==> src/rtl/dbd_pkg.sv <==
`timescale 1ns / 1ps
// ----------------------------------------------------------------------------
// dbd_pkg
// Shared widths, constants, register indexes and types for the detection box
// decoder.
// ----------------------------------------------------------------------------
package dbd_pkg;

  // Field widths
  localparam int FEAT_W   = 16;  // Q4.12 feature value
  localparam int SIZE_W   = 13;  // image size register
  localparam int THR_W    = 15;  // confidence threshold
  localparam int NCLS_W   = 7;   // class count / feature counter
  localparam int CLS_W    = 4;   // class index
  localparam int COORD_W  = 12;  // corner coordinate
  localparam int CFG_IDX_W  = 2;
  localparam int CFG_DATA_W = 16;

  // Fixed-point and scoring constants
  localparam int FRAC_BITS          = 12;
  localparam int MAX_SCORED_CLASSES = 10;
  localparam int CLASS_LIMIT        = 80;
  localparam int MAX_IMAGE_SIZE     = 4096;
  localparam int BOX_FEATURES       = 4;

  // Corner arithmetic widths: 2*c +/- s, then times the size
  localparam int NUM_W  = FEAT_W + 2;
  localparam int PROD_W = NUM_W + SIZE_W + 1;
  localparam int QUO_W  = PROD_W - 1 - (FRAC_BITS + 1);

  // Register reset values
  localparam logic [SIZE_W-1:0] IMAGE_WIDTH_RST    = SIZE_W'(640);
  localparam logic [SIZE_W-1:0] IMAGE_HEIGHT_RST   = SIZE_W'(640);
  localparam logic [THR_W-1:0]  CONF_THRESHOLD_RST = THR_W'(2048);
  localparam logic [NCLS_W-1:0] NUM_CLASSES_RST    = NCLS_W'(10);

  // Configuration register indexes
  typedef enum logic [CFG_IDX_W-1:0] {
    CFG_IMAGE_WIDTH    = 2'd0,
    CFG_IMAGE_HEIGHT   = 2'd1,
    CFG_CONF_THRESHOLD = 2'd2,
    CFG_NUM_CLASSES    = 2'd3
  } cfg_idx_e;

  // One finished proposal, as handed to the corner pipeline
  typedef struct packed {
    logic signed [FEAT_W-1:0] center_x;
    logic signed [FEAT_W-1:0] center_y;
    logic signed [FEAT_W-1:0] box_width;
    logic signed [FEAT_W-1:0] box_height;
    logic signed [FEAT_W-1:0] score;
    logic        [CLS_W-1:0]  class_index;
  } prop_t;

  // Stage load enables for the corner lanes
  typedef struct packed {
    logic s1_load;
    logic s2_load;
  } pipe_ctrl_t;

  // Frame size limited to the largest supported frame
  function automatic logic [SIZE_W-1:0] eff_size(input logic [SIZE_W-1:0] size);
    if (size > SIZE_W'(MAX_IMAGE_SIZE)) begin
      return SIZE_W'(MAX_IMAGE_SIZE);
    end
    return size;
  endfunction

endpackage

==> src/rtl/dbd_accum.sv <==
`timescale 1ns / 1ps
// ----------------------------------------------------------------------------
// dbd_accum
// Collects the features of one proposal: holds the box values, tracks the
// best class score and flags the last feature and whether it passes.
// ----------------------------------------------------------------------------
module dbd_accum (
  input  logic                              clk_i,
  input  logic                              rst_ni,
  input  logic                              fire_i,
  input  logic signed [dbd_pkg::FEAT_W-1:0] feature_value_i,
  input  logic        [dbd_pkg::NCLS_W-1:0] num_classes_i,
  input  logic        [dbd_pkg::THR_W-1:0]  conf_threshold_i,
  output logic                              is_last_o,
  output logic                              emit_o,
  output dbd_pkg::prop_t                    prop_o
);

  logic        [dbd_pkg::NCLS_W-1:0] count_q, count_d;
  logic signed [dbd_pkg::FEAT_W-1:0] cx_q, cx_d, cy_q, cy_d;
  logic signed [dbd_pkg::FEAT_W-1:0] bw_q, bw_d, bh_q, bh_d;
  logic signed [dbd_pkg::FEAT_W-1:0] best_q, best_d;
  logic        [dbd_pkg::CLS_W-1:0]  cls_q, cls_d;
  logic        [dbd_pkg::NCLS_W-1:0] ncls_eff;
  logic        [dbd_pkg::NCLS_W-1:0] last_pos;
  logic        [dbd_pkg::NCLS_W-1:0] class_pos;

  // Effective class count and position of the last feature
  always_comb begin
    ncls_eff = num_classes_i;
    if (num_classes_i == '0) begin
      ncls_eff = dbd_pkg::NCLS_W'(1);
    end else if (num_classes_i > dbd_pkg::NCLS_W'(dbd_pkg::CLASS_LIMIT)) begin
      ncls_eff = dbd_pkg::NCLS_W'(dbd_pkg::CLASS_LIMIT);
    end
    last_pos = ncls_eff + dbd_pkg::NCLS_W'(dbd_pkg::BOX_FEATURES - 1);
  end

  assign is_last_o = (count_q >= last_pos);
  assign class_pos = count_q - dbd_pkg::NCLS_W'(dbd_pkg::BOX_FEATURES);

  // Next hold values with the current word folded in
  always_comb begin
    cx_d   = cx_q;
    cy_d   = cy_q;
    bw_d   = bw_q;
    bh_d   = bh_q;
    best_d = best_q;
    cls_d  = cls_q;
    if (count_q == dbd_pkg::NCLS_W'(0)) begin
      cx_d = feature_value_i;
    end else if (count_q == dbd_pkg::NCLS_W'(1)) begin
      cy_d = feature_value_i;
    end else if (count_q == dbd_pkg::NCLS_W'(2)) begin
      bw_d = feature_value_i;
    end else if (count_q == dbd_pkg::NCLS_W'(3)) begin
      bh_d = feature_value_i;
    end else if (class_pos == '0) begin
      best_d = feature_value_i;
      cls_d  = '0;
    end else if ((class_pos < dbd_pkg::NCLS_W'(dbd_pkg::MAX_SCORED_CLASSES)) &&
                 (feature_value_i > best_q)) begin
      // strictly greater only: ties stay with the lower class
      best_d = feature_value_i;
      cls_d  = class_pos[dbd_pkg::CLS_W-1:0];
    end
    count_d = is_last_o ? '0 : count_q + dbd_pkg::NCLS_W'(1);
  end

  // Threshold check on the updated best score (threshold is non-negative)
  assign emit_o = is_last_o &&
                  ($signed({best_d[dbd_pkg::FEAT_W-1], best_d}) >=
                   $signed({2'b00, conf_threshold_i}));

  assign prop_o.center_x    = cx_d;
  assign prop_o.center_y    = cy_d;
  assign prop_o.box_width   = bw_d;
  assign prop_o.box_height  = bh_d;
  assign prop_o.score       = best_d;
  assign prop_o.class_index = cls_d;

  // Hold registers
  always_ff @(posedge clk_i or negedge rst_ni) begin
    if (!rst_ni) begin
      count_q <= '0;
      cx_q    <= '0;
      cy_q    <= '0;
      bw_q    <= '0;
      bh_q    <= '0;
      best_q  <= '0;
      cls_q   <= '0;
    end else if (fire_i) begin
      count_q <= count_d;
      cx_q    <= cx_d;
      cy_q    <= cy_d;
      bw_q    <= bw_d;
      bh_q    <= bh_d;
      best_q  <= best_d;
      cls_q   <= cls_d;
    end
  end

endmodule

==> src/rtl/dbd_axis.sv <==
`timescale 1ns / 1ps
// ----------------------------------------------------------------------------
// dbd_axis
// Corner lane for one axis: forms 2c-s and 2c+s, scales by the frame size,
// then truncates and clamps both corners to [0, size-1].
// ----------------------------------------------------------------------------
module dbd_axis (
  input  logic                               clk_i,
  input  dbd_pkg::pipe_ctrl_t                ctrl_i,
  input  logic signed [dbd_pkg::FEAT_W-1:0]  center_i,
  input  logic signed [dbd_pkg::FEAT_W-1:0]  extent_i,
  input  logic        [dbd_pkg::SIZE_W-1:0]  size_i,
  output logic        [dbd_pkg::COORD_W-1:0] low_o,
  output logic        [dbd_pkg::COORD_W-1:0] high_o
);

  logic signed [dbd_pkg::NUM_W-1:0]  c2, s_ext;
  logic signed [dbd_pkg::NUM_W-1:0]  num_lo_q, num_hi_q;
  logic        [dbd_pkg::SIZE_W-1:0] size_s1_q, size_s2_q;
  logic signed [dbd_pkg::PROD_W-1:0] prod_lo_q, prod_hi_q;
  logic signed [dbd_pkg::SIZE_W:0]   size_sgn;
  logic        [dbd_pkg::SIZE_W-1:0] size_max;

  // Stage 1: doubled center minus / plus extent
  assign c2    = {center_i[dbd_pkg::FEAT_W-1], center_i, 1'b0};
  assign s_ext = {{2{extent_i[dbd_pkg::FEAT_W-1]}}, extent_i};

  always_ff @(posedge clk_i) begin
    if (ctrl_i.s1_load) begin
      num_lo_q  <= c2 - s_ext;
      num_hi_q  <= c2 + s_ext;
      size_s1_q <= size_i;
    end
  end

  // Stage 2: scale by frame size
  assign size_sgn = $signed({1'b0, size_s1_q});

  always_ff @(posedge clk_i) begin
    if (ctrl_i.s2_load) begin
      prod_lo_q <= dbd_pkg::PROD_W'(num_lo_q * size_sgn);
      prod_hi_q <= dbd_pkg::PROD_W'(num_hi_q * size_sgn);
      size_s2_q <= size_s1_q;
    end
  end

  // Truncate and clamp; a zero size always gives a zero product
  assign size_max = size_s2_q - dbd_pkg::SIZE_W'(1);

  function automatic logic [dbd_pkg::COORD_W-1:0] clamp(
    input logic signed [dbd_pkg::PROD_W-1:0] prod,
    input logic        [dbd_pkg::SIZE_W-1:0] limit
  );
    logic [dbd_pkg::QUO_W-1:0] quo;
    quo = prod[dbd_pkg::PROD_W-2:dbd_pkg::FRAC_BITS+1];
    if (prod[dbd_pkg::PROD_W-1] || (prod == '0)) begin
      return '0;
    end
    if (quo > dbd_pkg::QUO_W'(limit)) begin
      return limit[dbd_pkg::COORD_W-1:0];
    end
    return quo[dbd_pkg::COORD_W-1:0];
  endfunction

  assign low_o  = clamp(prod_lo_q, size_max);
  assign high_o = clamp(prod_hi_q, size_max);

endmodule

==> src/rtl/detection_box_decode_top.sv <==
`timescale 1ns / 1ps
// ----------------------------------------------------------------------------
// detection_box_decode_top
// Anchor-free detector box decode: proposal features in, clamped boxes out.
// ----------------------------------------------------------------------------
// Usage:
//   Input channel (in_valid_i / in_ready_o) takes one Q4.12 feature word per
//   cycle: center x, center y, width, height, then num_classes class scores.
//   The last word of a proposal yields at most one box on the output channel
//   (out_valid_o / out_ready_i): corners in pixels, best score and class.
//   Throughput is one word per cycle while in_ready_o is high. A box that
//   passes the threshold loads the difference stage on the edge that accepts
//   its last word, then moves on to the multiply stage and then to the output
//   register, where it is valid on the outputs.
//   The three result stages form an elastic pipeline: when the receiver
//   stalls, boxes back up in it, and in_ready_o drops only for a last word
//   while the first stage is full and cannot drain. Other words keep flowing.
//   Configuration (cfg_valid_i / cfg_ready_o) is always ready; registers are
//   image width, image height, confidence threshold, class count, by index.
//   Reset clears the feature counter, the pipeline and sets the registers to
//   640, 640, 2048 and 10.
// ----------------------------------------------------------------------------
module detection_box_decode_top (
  input  logic                                 clk_i,
  input  logic                                 rst_ni,
  // configuration write
  input  logic                                 cfg_valid_i,
  output logic                                 cfg_ready_o,
  input  logic [dbd_pkg::CFG_IDX_W-1:0]        cfg_index_i,
  input  logic [dbd_pkg::CFG_DATA_W-1:0]       cfg_data_i,
  // feature input
  input  logic                                 in_valid_i,
  output logic                                 in_ready_o,
  input  logic signed [dbd_pkg::FEAT_W-1:0]    feature_value_i,
  // box output
  output logic                                 out_valid_o,
  input  logic                                 out_ready_i,
  output logic        [dbd_pkg::COORD_W-1:0]   left_o,
  output logic        [dbd_pkg::COORD_W-1:0]   top_o,
  output logic        [dbd_pkg::COORD_W-1:0]   right_o,
  output logic        [dbd_pkg::COORD_W-1:0]   bottom_o,
  output logic signed [dbd_pkg::FEAT_W-1:0]    score_o,
  output logic        [dbd_pkg::CLS_W-1:0]     class_index_o
);

  logic [dbd_pkg::SIZE_W-1:0] width_q, height_q;
  logic [dbd_pkg::THR_W-1:0]  thr_q;
  logic [dbd_pkg::NCLS_W-1:0] ncls_q;

  logic                 in_fire, is_last, emit;
  dbd_pkg::prop_t       prop;
  dbd_pkg::pipe_ctrl_t  ctrl;
  logic                 s1_valid_q, s2_valid_q, out_valid_q;
  logic                 s1_free, s2_free, out_free, out_load;
  logic signed [dbd_pkg::FEAT_W-1:0] score_s1_q, score_s2_q, score_q;
  logic        [dbd_pkg::CLS_W-1:0]  cls_s1_q, cls_s2_q, cls_q;
  logic [dbd_pkg::COORD_W-1:0] x_lo, x_hi, y_lo, y_hi;
  logic [dbd_pkg::COORD_W-1:0] left_q, top_q, right_q, bottom_q;

  // Configuration registers
  assign cfg_ready_o = 1'b1;

  always_ff @(posedge clk_i or negedge rst_ni) begin
    if (!rst_ni) begin
      width_q  <= dbd_pkg::IMAGE_WIDTH_RST;
      height_q <= dbd_pkg::IMAGE_HEIGHT_RST;
      thr_q    <= dbd_pkg::CONF_THRESHOLD_RST;
      ncls_q   <= dbd_pkg::NUM_CLASSES_RST;
    end else if (cfg_valid_i) begin
      unique case (dbd_pkg::cfg_idx_e'(cfg_index_i))
        dbd_pkg::CFG_IMAGE_WIDTH: begin
          width_q <= cfg_data_i[dbd_pkg::SIZE_W-1:0];
        end
        dbd_pkg::CFG_IMAGE_HEIGHT: begin
          height_q <= cfg_data_i[dbd_pkg::SIZE_W-1:0];
        end
        dbd_pkg::CFG_CONF_THRESHOLD: begin
          thr_q <= cfg_data_i[dbd_pkg::THR_W-1:0];
        end
        dbd_pkg::CFG_NUM_CLASSES: begin
          ncls_q <= cfg_data_i[dbd_pkg::NCLS_W-1:0];
        end
        default: begin
        end
      endcase
    end
  end

  // Pipeline flow control
  assign out_free   = !out_valid_q || out_ready_i;
  assign s2_free    = !s2_valid_q || out_free;
  assign s1_free    = !s1_valid_q || s2_free;
  assign in_ready_o = !is_last || s1_free;
  assign in_fire    = in_valid_i && in_ready_o;

  assign ctrl.s1_load = in_fire && emit;
  assign ctrl.s2_load = s1_valid_q && s2_free;
  assign out_load     = s2_valid_q && out_free;

  dbd_accum u_accum (
    .clk_i            (clk_i),
    .rst_ni           (rst_ni),
    .fire_i           (in_fire),
    .feature_value_i  (feature_value_i),
    .num_classes_i    (ncls_q),
    .conf_threshold_i (thr_q),
    .is_last_o        (is_last),
    .emit_o           (emit),
    .prop_o           (prop)
  );

  dbd_axis u_axis_x (
    .clk_i    (clk_i),
    .ctrl_i   (ctrl),
    .center_i (prop.center_x),
    .extent_i (prop.box_width),
    .size_i   (dbd_pkg::eff_size(width_q)),
    .low_o    (x_lo),
    .high_o   (x_hi)
  );

  dbd_axis u_axis_y (
    .clk_i    (clk_i),
    .ctrl_i   (ctrl),
    .center_i (prop.center_y),
    .extent_i (prop.box_height),
    .size_i   (dbd_pkg::eff_size(height_q)),
    .low_o    (y_lo),
    .high_o   (y_hi)
  );

  // Stage valid bits
  always_ff @(posedge clk_i or negedge rst_ni) begin
    if (!rst_ni) begin
      s1_valid_q  <= 1'b0;
      s2_valid_q  <= 1'b0;
      out_valid_q <= 1'b0;
    end else begin
      if (ctrl.s1_load) begin
        s1_valid_q <= 1'b1;
      end else if (ctrl.s2_load) begin
        s1_valid_q <= 1'b0;
      end
      if (ctrl.s2_load) begin
        s2_valid_q <= 1'b1;
      end else if (out_load) begin
        s2_valid_q <= 1'b0;
      end
      if (out_load) begin
        out_valid_q <= 1'b1;
      end else if (out_ready_i) begin
        out_valid_q <= 1'b0;
      end
    end
  end

  // Score and class ride alongside the corner lanes
  always_ff @(posedge clk_i) begin
    if (ctrl.s1_load) begin
      score_s1_q <= prop.score;
      cls_s1_q   <= prop.class_index;
    end
    if (ctrl.s2_load) begin
      score_s2_q <= score_s1_q;
      cls_s2_q   <= cls_s1_q;
    end
    if (out_load) begin
      score_q  <= score_s2_q;
      cls_q    <= cls_s2_q;
      left_q   <= x_lo;
      right_q  <= x_hi;
      top_q    <= y_lo;
      bottom_q <= y_hi;
    end
  end

  assign out_valid_o   = out_valid_q;
  assign left_o        = left_q;
  assign top_o         = top_q;
  assign right_o       = right_q;
  assign bottom_o      = bottom_q;
  assign score_o       = score_q;
  assign class_index_o = cls_q;

  // A new box never lands on an occupied first stage that cannot drain
  assert property (@(posedge clk_i) disable iff (!rst_ni)
    ctrl.s1_load |-> (!s1_valid_q || s2_free))
    else $error("first stage overwritten");

  // A stalled second stage keeps its box
  assert property (@(posedge clk_i) disable iff (!rst_ni)
    (s2_valid_q && !out_free) |=> s2_valid_q)
    else $error("second stage box lost under stall");

  // Input back-pressure only comes from a full pipeline
  assert property (@(posedge clk_i) disable iff (!rst_ni)
    !in_ready_o |-> (s1_valid_q && s2_valid_q && out_valid_q))
    else $error("input stalled with room in the pipeline");

  // Only the scored classes can win
  assert property (@(posedge clk_i) disable iff (!rst_ni)
    out_valid_q |-> (cls_q < dbd_pkg::CLS_W'(dbd_pkg::MAX_SCORED_CLASSES)))
    else $error("class index beyond scored classes");

endmodule

==> config.mk <==
export PLATFORM = sky130hd
export DESIGN_NAME = detection_box_decode_top
export DESIGN_NICKNAME = d
export VERILOG_FILES = /design/src/rtl/dbd_pkg.sv /design/src/rtl/dbd_accum.sv /design/src/rtl/dbd_axis.sv /design/src/rtl/detection_box_decode_top.sv
export SDC_FILE = /design/constraint.sdc
export NUM_CORES = 2
export LEC_CHECK = 0
export BUFFER_PORTS_ARGS = -buffer_cell sky130_fd_sc_hd__buf_4
export CORE_MARGIN = 1.5
export CORE_UTILIZATION = 41
export CTS_CLUSTER_SIZE = 24
export DETAILED_ROUTE_END_ITERATION = 6
export PLACE_DENSITY = 0.57
export REMOVE_ABC_BUFFERS = 1
export SLEW_MARGIN = 20
export SYNTH_ARGS = -nofsm -noshare
export SYNTH_HDL_FRONTEND = slang
export SYNTH_SLANG_ARGS = --single-unit
export TNS_END_PERCENT = 30
==> constraint.sdc <==
create_clock -name clk_i -period 20 [get_ports clk_i]
set_clock_uncertainty 0.05 [all_clocks]
set_input_delay 2 -clock clk_i [delete_from_list [all_inputs] [get_ports clk_i]]
set_output_delay 2 -clock clk_i [all_outputs]
set_load 0.02 [all_outputs]
Yosys cells after proc, flatten, opt, wreduce, memory -nomap -nowiden
Cells that the tools add are included.

word-level totals
  input bits = 39
  register bits = 502
  output and inout bits = 71

operators by class
  reduce and logical (&&, ||, !) cells = 33
  mux-type cells = 65
  order comparisons = 11
  $add $sub $neg = 9
  eq/ne operators = 6
  $mul = 4

operators by type and width
  cell                                                                   count
  16-bit two-way mux                                                     16
  12-bit two-way mux                                                     16
  32-bit zero test                                                       4
  18-bit by 14-bit multiplier with 32-bit output                         4
  18-bit by 13-bit greater-than comparator with 1-bit output             4
  13-bit two-way mux                                                     4
  17-bit by 16-bit adder with 18-bit output                              2
  17-bit by 16-bit subtractor with 18-bit output                         2
  13-bit greater-than comparator, second input constant                  2
  13-bit by 1-bit subtractor with 13-bit output, second input constant   2
  4-bit two-way mux                                                      6
  7-bit zero test                                                        3
  7-bit two-way mux                                                      3
  1-bit two-way mux                                                      20
  16-bit greater-or-equal comparator                                     1
  16-bit greater-than comparator                                         1
  7-bit by 2-bit equality test with 1-bit output, second input constant  2
  1-bit logical OR                                                       8
  2-bit AND reduction                                                    4
  7-bit by 1-bit adder with 7-bit output, second input constant          1
  7-bit by 2-bit adder with 7-bit output, second input constant          1
  7-bit by 1-bit equality test with 1-bit output, second input constant  1
  7-bit greater-or-equal comparator                                      1
  7-bit greater-than comparator, second input constant                   1
  8 further kinds                                                        19

Depth between registers and ports, before layout
  depth after elaboration = 13
  mapped depth = 24
  gate-level depth less buffers = 22

By module
From an unflattened synthesis, not the netlist that was laid out.

second synthesis, totals
  cells, all modules = 5,838
  area total of the unflattened synthesis = 59,355.7 sq um

by module, submodules not included
  module                    sequential area each (sq um)  area an instance (sq um)  cells each  times used
  dbd_axis at u_axis_x      3,723.6                       24,168.2                  2,537       1
  dbd_axis at u_axis_y      3,723.6                       24,039.3                  2,521       1
  dbd_accum                 2,277.2                       5,775.5                   523         1
  detection_box_decode_top  4,528.1                       5,372.7                   257         1

Least setup slack after synthesis
Ideal clock, no wire load.

  path type = input -> register
  start = input port feature_value_i[1] in the netlist's numbering
  end = register cls_s1_q[0] in the netlist's numbering (enable)
  slack = 11.741 ns
  cell stages on the path = 19
  arrival = 7.723 ns
  buffers on the path = 1
  library setup time = 0.486 ns
  cell sequence = ha_1 > nor2b_1 > o21a_1 > o21ai_0 > a21oi_1 > o31ai_1 > nand3_1 > nand3_1 > clkbuf_1 > mux2_2 > ha_1 > a21o_1 > a21oi_1 > nor2b_1 > o21ai_0 > a21oi_1 > o31ai_1 > a31oi_1 > and4_1

RTL lines
  item                  RTL line                         text
  from (decl)           detection_box_decode_top.sv:34   input logic signed [dbd_pkg::FEAT_W-1:0] feature_value_i,
  to (signal assigned)  detection_box_decode_top.sv:161  cls_s1_q <= prop.class_index;
  to (decl)             detection_box_decode_top.sv:56   logic [dbd_pkg::CLS_W-1:0] cls_s1_q, cls_s2_q, cls_q;

Final worst setup path
  start = register u_axis_x.size_s1_q[2] in the netlist's numbering
  end = register u_axis_x.prod_lo_q[31] in the netlist's numbering, data pin

between the ends
  cells in the longest elaborated chain, start to end = 1

RTL lines
  item                                            RTL line        text
  from (decl)                                     dbd_axis.sv:19  logic [dbd_pkg::SIZE_W-1:0] size_s1_q, size_s2_q;
  from (signal assigned)                          dbd_axis.sv:32  size_s1_q <= size_i;
  18-bit by 14-bit multiplier with 32-bit output  dbd_axis.sv:41  prod_lo_q <= dbd_pkg::PROD_W'(num_lo_q * size_sgn);
  to (signal assigned)                            dbd_axis.sv:41
  to (decl)                                       dbd_axis.sv:20  logic signed [dbd_pkg::PROD_W-1:0] prod_lo_q, prod_hi_q;

Every way passes these cells.
A chain may end at the register's enable or synchronous reset.

==> qor.csv <==
metric;value;unit
outcome;finished clean;
slew_viol_final;0;
yosys_register_bits;498;
overflow;0;
post-dp-hpwl;106000;µm
cts_resized;0;
synth_cells;5720;
postPlaceCellArea;61300;µm²
wl_per_cell;18.0;µm
pin_count;110;
yosysWarnings;0;
synth.most_common_cell;inv_1;
gp_routability_congestion;0.841;
rsz0062_at_grt;no;
worstHoldStart;score_s2_q[7];
arrival;7610;ps
period_share;36.4;%
htreeDepth;2;
cp-start-kind;flop;
holdBufCountCts;0;
p_leak;29.2;nW
reg2reg_slack;12710;ps
tns;0;ps
clock_latency;710;ps
clk_pin_slew;60;ps
first_pass_iters;6;
ys.flop_type;edfxtp_1;
via_per_inst;5.13;
post-route-min-period;7290;ps
area_growth;7.90;%
start_util;41.4;%
ys_types;80;
die-height;381;µm
ant_nets;0;
path_class;flop to flop;
cp-startpoint;u_axis_x.size_s1_q[2];
die_w;381;µm
drc_errors;0;
cts_setup_buffers;0;
clock-root-buffer;clkbuf_16;
rows;138;
fmax;137;MHz
max-cap-violations;0;
fin_area;63300;µm²
power_density;145;nW/µm²
grt_pass1_wl;227000;µm
wl;137000;µm
crit_required;20320;ps
netlist_area;58600;µm²
hp-class;flop to flop;
grtUsageTotal;19.6;%
cts_tree;built;
tightest_slew;1090;ps
worst_r2r_startpoint;u_axis_x.size_s1_q[2];
die_area;145000;µm²
synth_edf_count;356;
io_buffer_count;107;
grt_max_degree;97;
cp-end-kind;flop;
syn_area_per_cell;10.3;µm²
grt_pass1_vias;41700;
setup_viol;0;
relSlewSlack;27.6;%
yosys-top-cells-area;fa_1 31%, edfxtp_1 18%, ha_1 10%;
via_count;39200;
nets;7116;
yosysSeqAreaShare;24.3;%
core;142000;µm²
numClockSinks;498;
cts.path.max_buffers;3;
antenna_found_initial;4;
drive_above_1_share;7.17;%
final_util;44.6;%
hold_ws;355;ps
nFillCells;13500;
irDropWorstVdd;0.133;mV
path_max_fanout;36;
synthArstFlopShare;28.5;%
synth_area_leader_cell;fa_1;
synth_top_area_share;30.7;%
synth_common_cells;1056 x inv_1, 900 x fa_1, 554 x nand2_1, 488 x and2_1, 477 x ha_1;
finalPower;9.20;mW
drt_iter0_drc;2108;
cts_buffers;59;
hold_viol_final;0;
==> worst paths after layout <==
check                      cells after the start                      to
max reg2reg                                   19  u_axis_x.prod_lo_q[31]
min                                            0              score_o[7]
min reg2reg                                    0              score_o[7]
min in group asynchronous                      1       u_accum.best_q[7]
max                                           19  u_axis_x.prod_lo_q[31]
max in group asynchronous                      2              width_q[0]
==> cells by family after synthesis <==
logic type                 count (synthesis)  share of synthesized area, %
AOI/OAI and AO/OA                        586                          6.42
xor gates and xnor gates                 216                          3.23
adders and majority gates               1377                          40.9
buffers and inverters                   1283                          8.24
DFF                                      498                          24.3
muxes                                    182                          3.40
other                                      1                       0.00639
and+or+nand+nor                         1577                          13.5
==> state kept, by name, indices dropped and copies added, names as in the netlist, 17 cells and up <==
| register | count |
|---|---|
| u_axis_x.num_hi_q | 18 |
| u_axis_x.num_lo_q | 17 |
| u_axis_y.prod_hi_q | 32 |
| u_axis_x.prod_hi_q | 32 |
| u_axis_x.prod_lo_q | 31 |
| u_axis_y.num_hi_q | 18 |
| u_axis_y.num_lo_q | 17 |
| u_axis_y.prod_lo_q | 31 |
==> critical path, stage by stage (launching register included) <==
cell and delay, ps:
edfxtp_1 330, buf_4 450, nand2_1 190, inv_1 170
fa_1 460, fa_1 680, fa_1 570, inv_1 50
fa_1 520, inv_1 50, fa_1 460, fa_1 490
ha_1 380, and3_1 260, nand2_1 90, o31ai_1 610
o31a_1 250, a41o_1 240, o41ai_2 80, xnor2_1 540
==> through the flow <==
stage | setup slack, ps | std cells
floorplan | 9460 | 5493
global placement | 12090 | 7529
detailed placement | 12060 | 7529
CTS | 12750 | 7640
global route | 12310 | 7643
finish | 12710 | 7643
==> layout by cell type (no fill, tap or decap), types with 53 or more instances in the layout <==
| cell type | Yosys | routed |
|---|---|---|
| fa_1 | 900 | 900 |
| nor2_1 | 181 | 181 |
| and2_1 | 488 | 487 |
| nand2_1 | 554 | 554 |
| nor3_1 | 104 | 104 |
| dfrtp_1 | 135 | 135 |
| inv_1 | 1056 | 1056 |
| buf_4 | 1 | 145 |
| edfxtp_1 | 356 | 356 |
| xnor2_1 | 164 | 164 |
| mux2_2 | 139 | 139 |
| a21oi_1 | 222 | 222 |
| ha_1 | 477 | 477 |
| clkbuf_16 | 0 | 60 |
| o21ai_0 | 84 | 84 |
| nor2b_1 | 54 | 53 |
| a21o_1 | 72 | 72 |
==> metal layers <==
layer	GRT usage (%)	share of wire [%]	vias to the layer above
met2	31.6	46	698
met4	4.25	2.0	0
li1	-	-	18100
met3	2.13	4.3	157
met5	0	0	-
met1	28.4	48	20200
==> cell type report <==
type | count | area [µm²] | share of cell area [%]
Multi-Input combinational cell | 3939 | 39600 | 62.6
Sequential cell | 498 | 14300 | 22.5
Inverter | 1056 | 3960 | 6.26
Tap cell | 1890 | 2360 | 3.74
Clock buffer | 81 | 1660 | 2.62
Timing Repair Buffer | 146 | 1100 | 1.74
Clock inverter | 30 | 324 | 0.512
Antenna cell | 3 | 7.51 | 0.0119
==> where the power goes <==
part,total (mW),internal (mW),switching (mW)
sequential,1.70,1.60,0.0974
clock,1.10,0.624,0.474
combinational,6.40,2.67,3.73
total,9.20,4.89,4.30
(Power assumes the default switching activity.)
